$ cat config.mk
export PLATFORM = sky130hd
export DESIGN_NAME = servo_drive_command_sequencer_unit
export DESIGN_NICKNAME = d
export VERILOG_FILES = /design/src/rtl/sdcs_pkg.sv /design/src/rtl/servo_drive_command_sequencer_unit.sv
export SDC_FILE = /design/constraint.sdc
export NUM_CORES = 1
export LEC_CHECK = 0
export BUFFER_PORTS_ARGS = -buffer_cell sky130_fd_sc_hd__buf_4
export CAP_MARGIN = 20
export CELL_PAD_IN_SITES_DETAIL_PLACEMENT = 1
export CELL_PAD_IN_SITES_GLOBAL_PLACEMENT = 1
export CORE_MARGIN = 2
export CORE_UTILIZATION = 44
export CTS_BUF_LIST = sky130_fd_sc_hd__clkbuf_16
export DETAILED_ROUTE_END_ITERATION = 16
export PLACE_DENSITY = 0.85
export SYNTH_ARGS = -nofsm -noshare
export SYNTH_HDL_FRONTEND = slang
export SYNTH_SLANG_ARGS = --single-unit
$ cat constraint.sdc
create_clock -name aclk -period 4.72 [get_ports aclk]
set_input_delay 1.416 -clock aclk [delete_from_list [all_inputs] [get_ports aclk]]
set_output_delay 1.416 -clock aclk [all_outputs]
set_load 0.01 [all_outputs]
$ cat src/rtl/sdcs_pkg.sv
package sdcs_pkg;

    // Drive state codes reported in the result.
    localparam logic [2:0] ST_OFF     = 3'd0;
    localparam logic [2:0] ST_STOPPED = 3'd1;
    localparam logic [2:0] ST_ENABLED = 3'd2;
    localparam logic [2:0] ST_RUNNING = 3'd3;
    localparam logic [2:0] ST_FAULT   = 3'd4;

    // Requested drive states.
    localparam logic [1:0] REQ_OFF    = 2'd0;
    localparam logic [1:0] REQ_STOP   = 2'd1;
    localparam logic [1:0] REQ_ENABLE = 2'd2;
    localparam logic [1:0] REQ_RUN    = 2'd3;

    // Operation modes as the application encodes them; OM_NONE marks an unknown display.
    localparam logic [2:0] OM_CPOS  = 3'd0;
    localparam logic [2:0] OM_CVEL  = 3'd1;
    localparam logic [2:0] OM_CTRQ  = 3'd2;
    localparam logic [2:0] OM_PPOS  = 3'd3;
    localparam logic [2:0] OM_HOME  = 3'd4;
    localparam logic [2:0] OM_STILL = 3'd5;
    localparam logic [2:0] OM_NONE  = 3'd7;

    // Mode codes on the drive side.
    localparam logic [7:0] MODE_PP   = 8'd1;
    localparam logic [7:0] MODE_HOME = 8'd6;
    localparam logic [7:0] MODE_CSP  = 8'd8;
    localparam logic [7:0] MODE_CSV  = 8'd9;
    localparam logic [7:0] MODE_CST  = 8'd10;

    // Control words.
    localparam logic [7:0] CW_FAULT_RESET = 8'h80;
    localparam logic [7:0] CW_PTP_START   = 8'h3F;
    localparam logic [7:0] CW_PTP_REARM   = 8'h2F;
    localparam logic [7:0] CW_HOMING      = 8'h1F;
    localparam logic [7:0] CW_RUN         = 8'h0F;
    localparam logic [7:0] CW_ENABLE      = 8'h07;
    localparam logic [7:0] CW_STOP        = 8'h06;
    localparam logic [7:0] CW_OFF         = 8'h00;

    localparam logic signed [15:0] CST_MAX_TORQUE = 16'sd30000;

    // Status word bits.
    localparam int SW_ACK_BIT    = 12;
    localparam int SW_REACHED_BIT = 10;

    typedef struct packed {
        logic [1:0]         command;
        logic [2:0]         op_mode;
        logic [15:0]        status_word;
        logic [7:0]         mode_display;
        logic signed [31:0] actual_position;
        logic signed [31:0] target_position;
        logic signed [15:0] max_torque_in;
        logic               ptp_request;
    } sdcs_in_t;

    typedef struct packed {
        logic [7:0]         control_word;
        logic [7:0]         mode_of_operation;
        logic signed [31:0] target_position_out;
        logic signed [15:0] max_torque_out;
        logic               cmd_complete;
        logic               fault;
        logic [2:0]         drive_state;
    } sdcs_out_t;

endpackage

$ cat src/rtl/servo_drive_command_sequencer_unit.sv
// Servo drive command sequencer.
// Input channel (s_valid/s_ready/s_data): one transfer per ready bus cycle carrying the
// wanted command and operation mode together with the drive's status word, mode
// display and actual position. Result channel (m_valid/m_ready/m_data): one
// transfer per input, carrying control word, mode of operation, target position,
// max torque, command-complete, fault and decoded drive state.
// Configuration channel (cfg_valid/cfg_ready/cfg_data): writes the home offset;
// it is always ready and should be written only while no transfer is in flight.
// The input register takes the item at the transfer and the decode logic then loads
// the result register from it. Throughput is one item per cycle while the receiver
// does not stall, set by the single decode stage between the two registers.
// When the receiver stalls the result register holds, the input register fills,
// and s_ready drops until the result is taken.
// Synchronous active-low reset clears both valid flags, the home offset, the
// pending PTP request, the standstill capture and the last sent mode code.
module servo_drive_command_sequencer_unit (
    input  logic                    aclk,
    input  logic                    aresetn,
    input  logic                    s_valid,
    output logic                    s_ready,
    input  sdcs_pkg::sdcs_in_t      s_data,
    output logic                    m_valid,
    input  logic                    m_ready,
    output sdcs_pkg::sdcs_out_t     m_data,
    input  logic                    cfg_valid,
    output logic                    cfg_ready,
    input  logic signed [31:0]      cfg_data
);
    import sdcs_pkg::*;

    logic               in_valid_reg;
    sdcs_in_t           in_data_reg;
    logic               out_valid_reg;
    sdcs_out_t          out_data_reg;
    logic signed [31:0] home_offset_reg;
    logic               ptp_pending_reg;
    logic               ptp_pending_next;
    logic               still_captured_reg;
    logic               still_captured_next;
    logic signed [31:0] still_pos_reg;
    logic signed [31:0] still_pos_next;
    logic [7:0]         last_mode_reg;
    sdcs_out_t          out_data_next;
    logic               advance;

    logic [2:0]         st;
    logic [2:0]         cur;
    logic               state_ok;
    logic               ptp_set;
    logic               sw_ack;
    logic               sw_reached;

    // The decode stage moves when it holds an item and the result register is free.
    assign advance   = in_valid_reg && (!out_valid_reg || m_ready);
    assign s_ready   = !in_valid_reg || advance;
    assign m_valid   = out_valid_reg;
    assign m_data    = out_data_reg;
    assign cfg_ready = 1'b1;

    // Control state and configuration register.
    always_ff @(posedge aclk) begin
        if (!aresetn) begin
            in_valid_reg       <= 1'b0;
            out_valid_reg      <= 1'b0;
            home_offset_reg    <= '0;
            ptp_pending_reg    <= 1'b0;
            still_captured_reg <= 1'b0;
            still_pos_reg      <= '0;
            last_mode_reg      <= '0;
        end else begin
            if (s_valid && s_ready) begin
                in_valid_reg <= 1'b1;
            end else if (advance) begin
                in_valid_reg <= 1'b0;
            end
            if (advance) begin
                out_valid_reg      <= 1'b1;
                ptp_pending_reg    <= ptp_pending_next;
                still_captured_reg <= still_captured_next;
                still_pos_reg      <= still_pos_next;
                last_mode_reg      <= out_data_next.mode_of_operation;
            end else if (m_ready) begin
                out_valid_reg <= 1'b0;
            end
            if (cfg_valid && cfg_ready) begin
                home_offset_reg <= cfg_data;
            end
        end
    end

    // Payload registers.
    always_ff @(posedge aclk) begin
        if (s_valid && s_ready) begin
            in_data_reg <= s_data;
        end
        if (advance) begin
            out_data_reg <= out_data_next;
        end
    end

    // Status word and mode display decode.
    always_comb begin
        unique case (in_data_reg.status_word[3:0])
            4'h0:    st = ST_OFF;
            4'h1:    st = ST_STOPPED;
            4'h3:    st = ST_ENABLED;
            4'h7:    st = ST_RUNNING;
            default: st = ST_FAULT;
        endcase
        unique case (in_data_reg.mode_display)
            MODE_PP:   cur = OM_PPOS;
            MODE_HOME: cur = OM_HOME;
            MODE_CSP:  cur = OM_CPOS;
            MODE_CSV:  cur = OM_CVEL;
            MODE_CST:  cur = OM_CTRQ;
            default:   cur = OM_NONE;
        endcase
    end

    assign sw_ack     = in_data_reg.status_word[SW_ACK_BIT];
    assign sw_reached = in_data_reg.status_word[SW_REACHED_BIT];
    assign ptp_set    = ptp_pending_reg || in_data_reg.ptp_request;

    // Control word, mode, setpoints and completion for the item in the input register.
    always_comb begin
        out_data_next.control_word        = CW_FAULT_RESET;
        out_data_next.mode_of_operation   = last_mode_reg;
        out_data_next.target_position_out = in_data_reg.target_position;
        out_data_next.max_torque_out      = in_data_reg.max_torque_in;
        out_data_next.cmd_complete        = 1'b0;
        out_data_next.fault               = (st == ST_FAULT);
        out_data_next.drive_state         = st;
        ptp_pending_next                  = ptp_set;
        still_captured_next               = still_captured_reg;
        still_pos_next                    = still_pos_reg;
        state_ok                          = 1'b0;

        if (st != ST_FAULT) begin
            // Step the drive toward the wanted state.
            unique case (in_data_reg.command)
                REQ_OFF: begin
                    out_data_next.control_word = CW_OFF;
                    state_ok = (st == ST_OFF);
                end
                REQ_STOP: begin
                    out_data_next.control_word = CW_STOP;
                    state_ok = (st == ST_STOPPED);
                end
                REQ_ENABLE: begin
                    out_data_next.control_word = (st == ST_OFF) ? CW_STOP : CW_ENABLE;
                    state_ok = (st == ST_ENABLED);
                end
                default: begin
                    if (st == ST_OFF) begin
                        out_data_next.control_word = CW_STOP;
                    end else if (st == ST_STOPPED) begin
                        out_data_next.control_word = CW_ENABLE;
                    end else begin
                        out_data_next.control_word = CW_RUN;
                    end
                    state_ok = (st == ST_RUNNING);
                end
            endcase

            // Mode-specific setpoints; every defined mode but standstill drops the capture, unknown codes keep it.
            case (in_data_reg.op_mode)
                OM_CPOS: begin
                    out_data_next.mode_of_operation = MODE_CSP;
                    out_data_next.target_position_out =
                        in_data_reg.target_position + home_offset_reg;
                    still_captured_next = 1'b0;
                end
                OM_CVEL: begin
                    out_data_next.mode_of_operation = MODE_CSV;
                    still_captured_next = 1'b0;
                end
                OM_CTRQ: begin
                    out_data_next.mode_of_operation = MODE_CST;
                    out_data_next.max_torque_out = CST_MAX_TORQUE;
                    still_captured_next = 1'b0;
                end
                OM_PPOS: begin
                    out_data_next.mode_of_operation = MODE_PP;
                    if (ptp_set && st == ST_RUNNING && cur == OM_PPOS) begin
                        if (!sw_ack) begin
                            out_data_next.control_word = CW_PTP_START;
                        end else if (!sw_reached) begin
                            ptp_pending_next = 1'b0;
                        end else begin
                            out_data_next.control_word = CW_PTP_REARM;
                        end
                    end
                    still_captured_next = 1'b0;
                end
                OM_HOME: begin
                    out_data_next.mode_of_operation = MODE_HOME;
                    if (st == ST_RUNNING && cur == OM_HOME) begin
                        out_data_next.control_word = CW_HOMING;
                    end
                    still_captured_next = 1'b0;
                end
                OM_STILL: begin
                    out_data_next.mode_of_operation = MODE_CSP;
                    if (!still_captured_reg) begin
                        still_pos_next = in_data_reg.actual_position;
                        still_captured_next = 1'b1;
                    end
                    out_data_next.target_position_out = still_pos_next;
                end
                default: begin
                end
            endcase

            // Complete once state and mode match and the mode's sub-goal is met.
            if (state_ok && in_data_reg.op_mode <= OM_STILL &&
                (cur == in_data_reg.op_mode ||
                 (in_data_reg.op_mode == OM_STILL && cur == OM_CPOS))) begin
                out_data_next.cmd_complete = 1'b1;
                if (cur == OM_HOME && !sw_ack) begin
                    out_data_next.cmd_complete = 1'b0;
                end
                if (cur == OM_PPOS && !sw_reached) begin
                    out_data_next.cmd_complete = 1'b0;
                end
            end
        end
    end

endmodule

### After elaboration in Yosys (flattened, before gate mapping)

Index checks and enable logic that the tools add are counted.

| word-level totals | value |
|---|---|
| flip-flop bits (word level) | 252 |
| input bits | 147 |
| output and inout port bits | 72 |
| word-level logic and storage cells | 111 |

| cells by class | value |
|---|---|
| add/subtract/negate cells | 1 |
| magnitude comparators | 1 |
| equal/unequal tests | 23 |
| muxes and demuxes | 31 |
| bitwise logic cells | 2 |
| reductions and logical operators | 31 |

Operators with widths:

| kind | count |
|---|---|
| 32-bit case mux with 2 select lines | 1 |
| 57-bit two-way mux | 1 |
| 8-bit case mux with 5 select lines | 1 |
| 32-bit adder | 1 |
| 32-bit two-way mux | 1 |
| 8-bit by 4-bit equality test with 1-bit output, second input constant | 3 |
| 8-bit two-way mux | 3 |
| 16-bit two-way mux | 1 |
| 8-bit case mux with 2 select lines | 1 |
| 3-bit by 2-bit equality test with 1-bit output, second input constant | 5 |
| 3-bit case mux with 5 select lines | 1 |
| 1-bit two-way mux | 14 |
| 3-bit equality test, second input constant | 4 |
| 3-bit case mux with 4 select lines | 1 |
| 4-bit case mux with 3 select lines | 1 |
| 1-bit logical AND | 10 |
| 3-bit zero test | 3 |
| 8-bit by 1-bit equality test with 1-bit output, second input constant | 1 |
| 8-bit by 3-bit equality test with 1-bit output, second input constant | 1 |
| 4-bit two-way mux | 2 |
| 3-bit by 1-bit equality test with 1-bit output, second input constant | 2 |
| 6-bit two-way mux | 1 |
| 3-bit AND reduction | 2 |
| 2-bit nonzero test | 3 |
| other kinds (18) | 25 |

### Logic depth before layout (Yosys ltp)

Gate-level depths: netlist of run 1.

| depth | value |
|---|---|
| depth in word-level cells | 10 |
| depth in mapped cells | 11 |
| gate-level depth less buffers | 11 |

### Worst setup path before layout of run 1

Ideal clock, no wire load.

| path | value |
|---|---|
| path type | in2reg |
| from | input port m_ready |
| to | register in_data_reg[0] (netlist name), enable pin |
| library setup time | 0.471 ns |
| arrival | 3.950 ns |
| required time | 4.249 ns |
| slack | 0.299 ns |
| stages on the path | 3 |
| path buffers | 0 |
| path through | nor2b_1 nand2_1 and2_1 |

| on the way | value |
|---|---|
| cells in the longest elaborated chain, start to end | 4 |

Ends and longest elaborated chain:

| element | line | RTL |
|---|---|---|
| start: declaration | servo_drive_command_sequencer_unit.sv:23 | `input logic m_ready,` |
| 1-bit logical OR | servo_drive_command_sequencer_unit.sv:54 | `assign advance = in_valid_reg && (!out_valid_reg \|\| m_ready);` |
| 1-bit logical AND | servo_drive_command_sequencer_unit.sv:54 |  |
| 1-bit logical OR | servo_drive_command_sequencer_unit.sv:55 | `assign s_ready = !in_valid_reg \|\| advance;` |
| net s_ready | servo_drive_command_sequencer_unit.sv:20 | `output logic s_ready,` |
| 1-bit logical AND | servo_drive_command_sequencer_unit.sv:93 | `if (s_valid && s_ready) begin` |
| end signal: assignment | servo_drive_command_sequencer_unit.sv:94 | `in_data_reg <= s_data;` |
| end: declaration | servo_drive_command_sequencer_unit.sv:32 | `sdcs_in_t in_data_reg;` |

The timed path passes the listed nets, and every way through them passes these cells.
A chain may end at the register's enable or synchronous reset.

### Worst setup path in the final report of run 1

| path | value |
|---|---|
| from | input port m_ready |
| to | output port s_ready |

| on the way | value |
|---|---|
| cells in the longest elaborated chain, start to end | 3 |

Ends and longest elaborated chain:

| element | line |
|---|---|
| 1-bit logical OR | servo_drive_command_sequencer_unit.sv:54 |
| 1-bit logical AND | servo_drive_command_sequencer_unit.sv:54 |
| 1-bit logical OR | servo_drive_command_sequencer_unit.sv:55 |
| end: declaration | servo_drive_command_sequencer_unit.sv:20 |

No other way between the ends.

==> impl_metrics.ini, run 1 <==
[setup_path]
r2r_end = m_data[41]
worst_ep_required_time_ns = 3.30
critical_path.most_common_cell = buf_4
path_max_fanout = 4
r2r_cells = 11
critPathMaxStageDelay_ns = 0.30
cp-start-kind = input port
arrival_ns = 2.12
cpLargestDelayFamily = simple AND/OR/NAND/NOR gates
worstSetupEndpointType = primary output
critPathBufInv = 2
regToRegSetupSlack_ns = 1.61
path_cells = buf_4, nor2b_1, nand2_1, buf_4
crit_type = in -> out
r2r_start = in_data_reg[17]
slowest_stage = nor2b_1

[yosys]
synth-xor-area-share_pct = 2.31
syn_nets = 1104
synth-adder-area-share_pct = 3.71
synthMuxAreaShare_pct = 6.05
synth.top_cell.area_share_pct = 45.4
synth_compound_area_share_pct = 13.3
synth.distinct_cells = 69
synth_ff_type = edfxtp_1
synth_seq_cells = 242
netlist_instances = 925
ys_async_sr_fraction_pct = 0
synth_top_cell_by_area = edfxtp_1
synth_top_family_by_area = compound AO/OA/AOI/OAI gates
synth_edf_count = 166
postSynthAreaPerCell_um2 = 11.9
yosysWarnings = 0
syn_area_um2 = 11000
ys_seq_area_share_pct = 59.2
yosys.area_share.simple_pct = 12.8
synth_area_leaders = edfxtp_1, dfxtp_1, mux2i_1, nand2_1, ha_1

[timing]
slew_violations = 0
setup_viol = 0
fin_skew_ns = 0.0186
post-route-min-period_ns = 3.54
slew_headroom_pct = 41.5
fin_crit_sh_pct = 74.9
fmax_mhz = 283
rsz0062_at_grt = false
final-hold-violation-count = 0
tns_ns = 0
worst_slew_pin_slew_ns = 0.877

[global_routing]
grt_first_pass_wirelength_mm = 46.6
grt_use_total_pct = 22.8
overflow = 0
antenna_found_initial = 1
grt_start_max_net_pins = 77
grt_pass1_vias = 8432

[floorplanning]
core_region_area_um2 = 24400
dieArea_um2 = 26300
die_h_um = 162
die_w_um = 162
fp-row-count = 57
ioPinCount = 219
start_util_pct = 45.0

[place]
dp.cells = 1418
place_congestion = 0.907
dp_hpwl_mm = 21.6
port_buffers = 206

[cells_and_area]
drive_gt1_share_pct = 24.7
largest_reg_flops = 100
final_common_cell = buf_4
nets = 1301
mostFrequentLayoutCells = buf_4, edfxtp_1, nand2_1
multiInputGateArea_um2 = 4230
stdcell_count = 1467
fillers = 2564
register_area_um2 = 6510
area_growth_pct = 24.2
post-route-util_pct = 55.9

[power_and_ir_drop]
pwr_density_cell_nw_per_um2 = 365
ir_worst_vdd_mv = 0.215
power_leakage_nw = 5.37

[run]
max-cap-violations = 0

[detailed_routing]
num_vias = 8051
drtIter0Drc = 391
drtAntennaViolNets = 0
firstDrtPassIters = 5
avgViaCountPerCell = 5.49
routedWlPerCell_um = 20.8
routed_wl_mm = 30.5
route.detailed.drc = 0

[cts]
ctsResizeCount = 0
cts_hold_buffers = 0
clock_latency_ns = 0.53
clkTransAtPathRegs_ns = 0.06
cts_made_buffers = 26
root_buffer = clkbuf_16
cts_tree = done
max-clock-path-buffers = 3
cts_setup_buffers = 0
clock-sinks = 242
cts.htree.levels = 1

[min_path]
hold_path.class = reg -> reg
whs_endpoint = still_pos_reg[22]
hold_start = still_pos_reg[22]
holdPathStages = 2

[status]
status = complete, no violations
## area by class of cell
| class | count | share of cell area, % |
|---|---|---|
| sequential | 242 | 47.7 |
| multi-input combinational | 619 | 31.0 |
| timing repair buffer | 216 | 11.9 |
| clock buffer | 27 | 4.95 |
| tap | 324 | 2.97 |
| clock inverter | 21 | 1.02 |
| inverter | 17 | 0.468 |
| antenna | 1 | 0.0183 |
## synthesized netlist by cell type (all sizes together), types with 8 or more instances
cell type and count:
a21oi 51, clkbuf 24, mux2i 63, edfxtp 166, and2 18, o221ai 18, o22ai 8, nand4 8
a21boi 33, nand2 116, ha 31, nor2b 49, nor3 11, nand2b 11, nor2 31, xnor2 15
inv 17, a21o 11, xor2 14, o21ai 34, buf 23, dfxtp 76, o21a 9
## tightest hold or removal path, cell delays in order (launching register included)
cell and delay, ns:
dfxtp_1 0.31, nand2_1 0.05, a21boi_1 0.05
## how the worst max path moves through the flow
stage	from	end	slack, ns	depth (start not counted)
after floorplan	m_ready	in_data_reg[0]	0.30	3
after global placement	m_ready	s_ready	1.20	4
after detailed placement	m_ready	still_pos_reg[8]	1.13	8
after CTS	m_ready	s_ready	1.18	4
after global routing	m_ready	s_ready	1.12	4
final	m_ready	s_ready	1.18	4
## per-layer routing
layer / global-route usage (%) / vias to the layer above / routed length [um]
li1: - / 3795 / -
met1: 29.5 / 3966 / 13000
met2: 39.6 / 239 / 15200
met3: 3.52 / 51 / 1470
met4: 7.04 / 0 / 748
met5: 0 / - / 0
## power breakdown
part           leakage, nW  internal (mW)  total (mW)  switching, mW
logic                 2.74          0.264       0.577          0.313
clock network        0.424           1.14        1.95          0.817
registers             2.21           2.39        2.45         0.0631
total                 5.37           3.79        4.98           1.19
## cell families after synthesis
group,count (synthesis)
adder cells (fa/ha/maj),32
multiplexers,66
flip-flops,242
buffers and inverters,64
AND/OR/NAND/NOR,279
XOR/XNOR,29
AO/OA/AOI/OAI,211
other,2
## through the flow
step / setup WS, ns / instance area (um^2) / hold slack, ns / total power [mW]
6_report: 1.18 / 13600 / 0.456 / 4.98
5_1_grt: 1.12 / 13600 / 0.483 / 5.15
4_1_cts: 1.18 / 13600 / 0.460 / 5.01
3_5_place_dp: 1.13 / 12800 / 0.450 / 3.07
3_3_place_gp: 1.20 / 12800 / 0.440 / 3.04
2_1_floorplan: 0.299 / 11000 / 0.435 / 2.81
No activity file was read; power rests on OpenSTA's default activity.
==> inputs of run 2 (changes only) <==
- CORE_UTILIZATION: 44 -> 40
- PLACE_DENSITY: 0.85 -> 0.82
- clock period: 4.72 -> 3.2 ns (I/O delays scaled with it)
==> run 2 against run 1 <==
  * Critical endpoint is now m_data[41]
  * Clock-buffer cell count rose by 2
  * Largest cell class unchanged
  * Register-to-register slack worse by 1.4 ns
  * Routed wire length is 2.8% higher
  * Clock power rose by 51%
==> impl_metrics.ini, run 2 (synthesis gave the netlist of run 1 again) <==
[global_routing]
antenna_found_initial = 1
grt_pass1_vias = 8581
grt_start_max_net_pins = 77
grt_first_pass_wirelength_mm = 48.1
grt_use_total_pct = 21.6
overflow = 0

[cells_and_area]
area_growth_pct = 25.5
post-route-util_pct = 51.2
largest_reg_flops = 100
drive_gt1_share_pct = 25.0
final_common_cell = buf_4
nets = 1311
finish.instance_area_um2 = 13800
mostFrequentLayoutCells = buf_4, edfxtp_1, nand2_1

[detailed_routing]
avgViaCountPerCell = 5.35
routed_wl_mm = 31.3
dr_wl_met3_mm = 1.16
wl_met1_mm = 13.3
drtIter0Drc = 479
num_vias = 8002
dr_wl_met2_mm = 16.1
dr.max_layer_used = met4
routedWlPerCell_um = 20.9
drtAntennaViolNets = 0
firstDrtPassIters = 5
route.detailed.drc = 0

[setup_path]
critPathMaxStageDelay_ns = 0.48
worstSetupEndpointType = flop
path_max_fanout = 3
cpLargestDelayFamily = compound AO/OA/AOI/OAI gates
worst_ep_required_time_ns = 3.47
cp-start-kind = flop
critPathBufInv = 1
arrival_ns = 3.22
slowest_stage = o21ai_0
path_cells = ha_1, inv_1, fa_1, nor2b_1, o21ai_1, a31oi_1, nor2_1, o21ai_0, a211oi_1, xor2_1, o221ai_1
crit_type = reg -> reg

[timing]
fin_skew_ns = 0.00919
setup_viol = 0
rsz0062_at_grt = false
fmax_mhz = 339
final-hold-violation-count = 0
worst_slew_pin_slew_ns = 0.814
tns_ns = 0
slew_headroom_pct = 45.7
holdWs_ns = 0.454
post-route-min-period_ns = 2.95
fin_crit_sh_pct = 92.2
slew_violations = 0

[floorplanning]
ioPinCount = 219
die_w_um = 170
fp-row-count = 60
dieArea_um2 = 28800
start_util_pct = 40.8
die_h_um = 170
core_region_area_um2 = 27000

[cts]
clkTransAtPathRegs_ns = 0.06
cts_made_buffers = 28
clock-sinks = 242
cts_setup_buffers = 0
max-clock-path-buffers = 3
cts_hold_buffers = 0
cts_tree = done
clock_latency_ns = 0.54
cts.htree.levels = 1
root_buffer = clkbuf_16
ctsResizeCount = 0

[place]
port_buffers = 206
dp_hpwl_mm = 22.1
dpl-instance-area_um2 = 12900
place_congestion = 0.879

[power_and_ir_drop]
p_total_mw = 7.42
power_leakage_nw = 5.46
pwr_density_cell_nw_per_um2 = 538
ir_worst_vdd_mv = 0.383

[run]
max-cap-violations = 0

[min_path]
hold_path.class = reg -> reg

[status]
status = complete, no violations
run 2: changes by cell type in the layout (fill, tap and decap cells not counted):
cell	delta
clkinvlp_4	+1
buf_4	+5
clkbuf_16	+2
clkinv_2	-4
clkinv_1	-2
bufinv_16	-1
buf_12	+3
inv_1	+8
run 2: final cells by class:
| class | instances | area, um^2 |
|---|---|---|
| fillers | 2856 | 13200 |
| flip-flops and latches | 242 | 6510 |
| multi-input cells | 619 | 4230 |
| repair buffers | 224 | 1720 |
| clock buffers | 29 | 726 |
| well taps | 341 | 427 |
| clock inverters | 23 | 119 |
| inverters | 17 | 63.8 |
| diodes | 1 | 2.50 |
run 2: final timing paths:
check	from	slack (ns)	cells after the start	end
setup / recovery	in_data_reg[17]	0.25	11	m_data[41]
setup reg to reg	in_data_reg[17]	0.25	11	m_data[41]
hold reg to reg	still_pos_reg[29]	0.45	2	still_pos_reg[29]
hold / removal	still_pos_reg[29]	0.45	2	still_pos_reg[29]
run 2: through the flow:
step                      instances  worst slack, ns
after global placement         1443            0.311
after detailed placement       1443            0.299
final                          1496            0.249
after global routing           1496           0.0548
after floorplan                 925            0.300
after CTS                      1495            0.280
run 2: tightest hold or removal path, delay by kind of cell (launching register included):
kind / cells / cell delay (ns)
flip-flops: 1 / 0.31
AO/OA/AOI/OAI: 1 / 0.05
AND/OR/NAND/NOR: 1 / 0.05
run 2: where the power goes:
| group | switching [mW] | internal, mW | leakage [nW] |
|---|---|---|---|
| clock | 1.24 | 1.70 | 0.458 |
| combinational | 0.469 | 0.400 | 2.79 |
| sequential | 0.0943 | 3.52 | 2.21 |
run 2: layer usage:
layer,global-route usage [%],vias to the layer above
met2,39.6,181
li1,-,3815
met5,0,-
met3,2.75,52
met1,26.8,3954
met4,5.76,0
==> inputs of run 3 (changes only) <==
- BUFFER_PORTS_ARGS: -buffer_cell sky130_fd_sc_hd__buf_4 -> unset
- CORE_UTILIZATION: 40 -> 45
- DONT_BUFFER_PORTS: unset -> 1
- GPL_TIMING_DRIVEN: unset -> 1
- PLACE_DENSITY: 0.82 -> 0.8
==> run 3 against run 2 <==
  * Die area fell by 11%
  * Worst hold slack improved by 0.0016 ns
  * Register-to-register slack got worse by 0.06 ns
  * Cell count fell by 15%
  * Combinational power decreased by 30%
  * Critical path depth unchanged
  * Via count fell by 9.5%
  * Setup slack worse by 0.061 ns
  * Clock skew rose by 0.016 ns
  * Utilization is 0.75 points lower
  * Critical path type unchanged
  * Largest power group unchanged
==> impl_metrics.ini, run 3 (synthesis gave the netlist of run 1 again) <==
[status]
status = complete, no violations

[place]
dpl-instance-area_um2 = 11300
port_buffers = 0
place_congestion = 0.875
dp.cells = 1217
dp_hpwl_mm = 20.0

[global_routing]
grtUsageMet1_pct = 27.3
grt_use_total_pct = 21.8
use_met3_pct = 4.31
overflow = 0
top_usage_layer = met2
grt_pass1_vias = 7587
grt_start_max_net_pins = 77
met2_usage_pct = 37.9
grt_first_pass_wirelength_mm = 43.5
antenna_found_initial = 3

[setup_path]
arrival_ns = 3.28
cp-start-kind = flop
crit_type = reg -> reg
worstSetupEndpointType = flop
worst_ep_required_time_ns = 3.47
path_max_fanout = 3

[cells_and_area]
final_common_cell = edfxtp_1
largest_reg_flops = 100
drive_gt1_share_pct = 9.24
nets = 1101
stdcell_count = 1267
mostFrequentLayoutCells = edfxtp_1, nand2_1, dfxtp_1
finish.instance_area_um2 = 12200
area_growth_pct = 10.9

[timing]
fin_skew_ns = 0.0249
fmax_mhz = 332
slew_violations = 0
final-hold-violation-count = 0
tns_ns = 0
setup_viol = 0
rsz0062_at_grt = false
worst_slew_pin_slew_ns = 0.641
slew_headroom_pct = 56.8
fin_crit_sh_pct = 94.1
post-route-min-period_ns = 3.01

[power_and_ir_drop]
ir_worst_vdd_mv = 0.429
power_leakage_nw = 4.42
pwr_density_cell_nw_per_um2 = 589

[cts]
clkTransAtPathRegs_ns = 0.06
cts.htree.levels = 1
max-clock-path-buffers = 3
cts_made_buffers = 27
root_buffer = clkbuf_16
clock-sinks = 242
cts_tree = done
clock_latency_ns = 0.54

[detailed_routing]
num_vias = 7242
drtAntennaViolNets = 0
routedWlPerCell_um = 22.4
routed_wl_mm = 28.4
avgViaCountPerCell = 5.72
route.detailed.drc = 0
firstDrtPassIters = 5
drtIter0Drc = 434

[run]
max-cap-violations = 0

[floorplanning]
dieArea_um2 = 25700
fp-row-count = 57
ioPinCount = 219
core_region_area_um2 = 24200
start_util_pct = 45.4
die_w_um = 160
die_h_um = 160

[min_path]
hold_path.class = reg -> reg
[run 3: changes by cell type in the layout (fill, tap and decap cells not counted), sizes merged]
cell / change
buf: -209
clkbuf: -1
clkinvlp: +3
inv: -5
[run 3: repair_timing]
action,in CTS,in global routing
gates resized for setup,0,1
setup buffers,0,0
hold buffers,0,0
endpoints found under the setup margin,0,1
[run 3: worst max-delay path, cell delays in order (launching register included)]
cell and delay [ns]:
edfxtp_1 0.36, ha_1 0.21, inv_1 0.07, fa_1 0.41, nor2b_1 0.17, o21ai_1 0.11, a31oi_1 0.35, o211ai_1 0.24
a21oi_1 0.26, nor2_1 0.09, xnor2_1 0.14, a221o_1 0.33
[run 3: cell type report]
class / count / area [um^2]
Inverter: 17 / 63.8
Antenna cell: 1 / 2.50
Multi-Input combinational cell: 619 / 4230
Timing Repair Buffer: 15 / 138
Clock inverter: 21 / 145
Clock buffer: 28 / 701
Sequential cell: 242 / 6510
Tap cell: 324 / 405
Fill cell: 2492 / 12000
[run 3: power breakdown]
part / internal, mW / switching [mW] / total (mW)
registers: 3.52 / 0.123 / 3.64
clock network: 1.67 / 1.26 / 2.93
logic: 0.243 / 0.362 / 0.605
total: 5.44 / 1.74 / 7.18
[run 3: final timing paths]
kind,start,end,slack [ns],cells after the start
setup / recovery,in_data_reg[17],m_data[45],0.19,11
hold / removal,still_pos_reg[24],still_pos_reg[24],0.46,2
setup reg to reg,in_data_reg[17],m_data[45],0.19,11
hold reg to reg,still_pos_reg[24],still_pos_reg[24],0.46,2
[run 3: per-layer routing]
metal | routed length [um] | up-vias
met3 | 1520 | 53
met2 | 14000 | 224
li1 | - | 3386
met5 | 16 | -
met1 | 12000 | 3577
met4 | 848 | 2
[run 3: through the flow]
| stage | hold slack [ns] | setup WS [ns] | total power, mW | utilization [%] |
|---|---|---|---|---|
| after floorplan | 0.435 | 0.300 | 4.14 | - |
| after global placement | 0.440 | 0.245 | 4.28 | 46.9 |
| after detailed placement | 0.452 | 0.199 | 4.31 | 46.9 |
| after CTS | 0.460 | 0.170 | 7.25 | 50.4 |
| after global routing | 0.471 | 0.00115 | 7.44 | 50.4 |
| final | 0.456 | 0.188 | 7.18 | 50.4 |
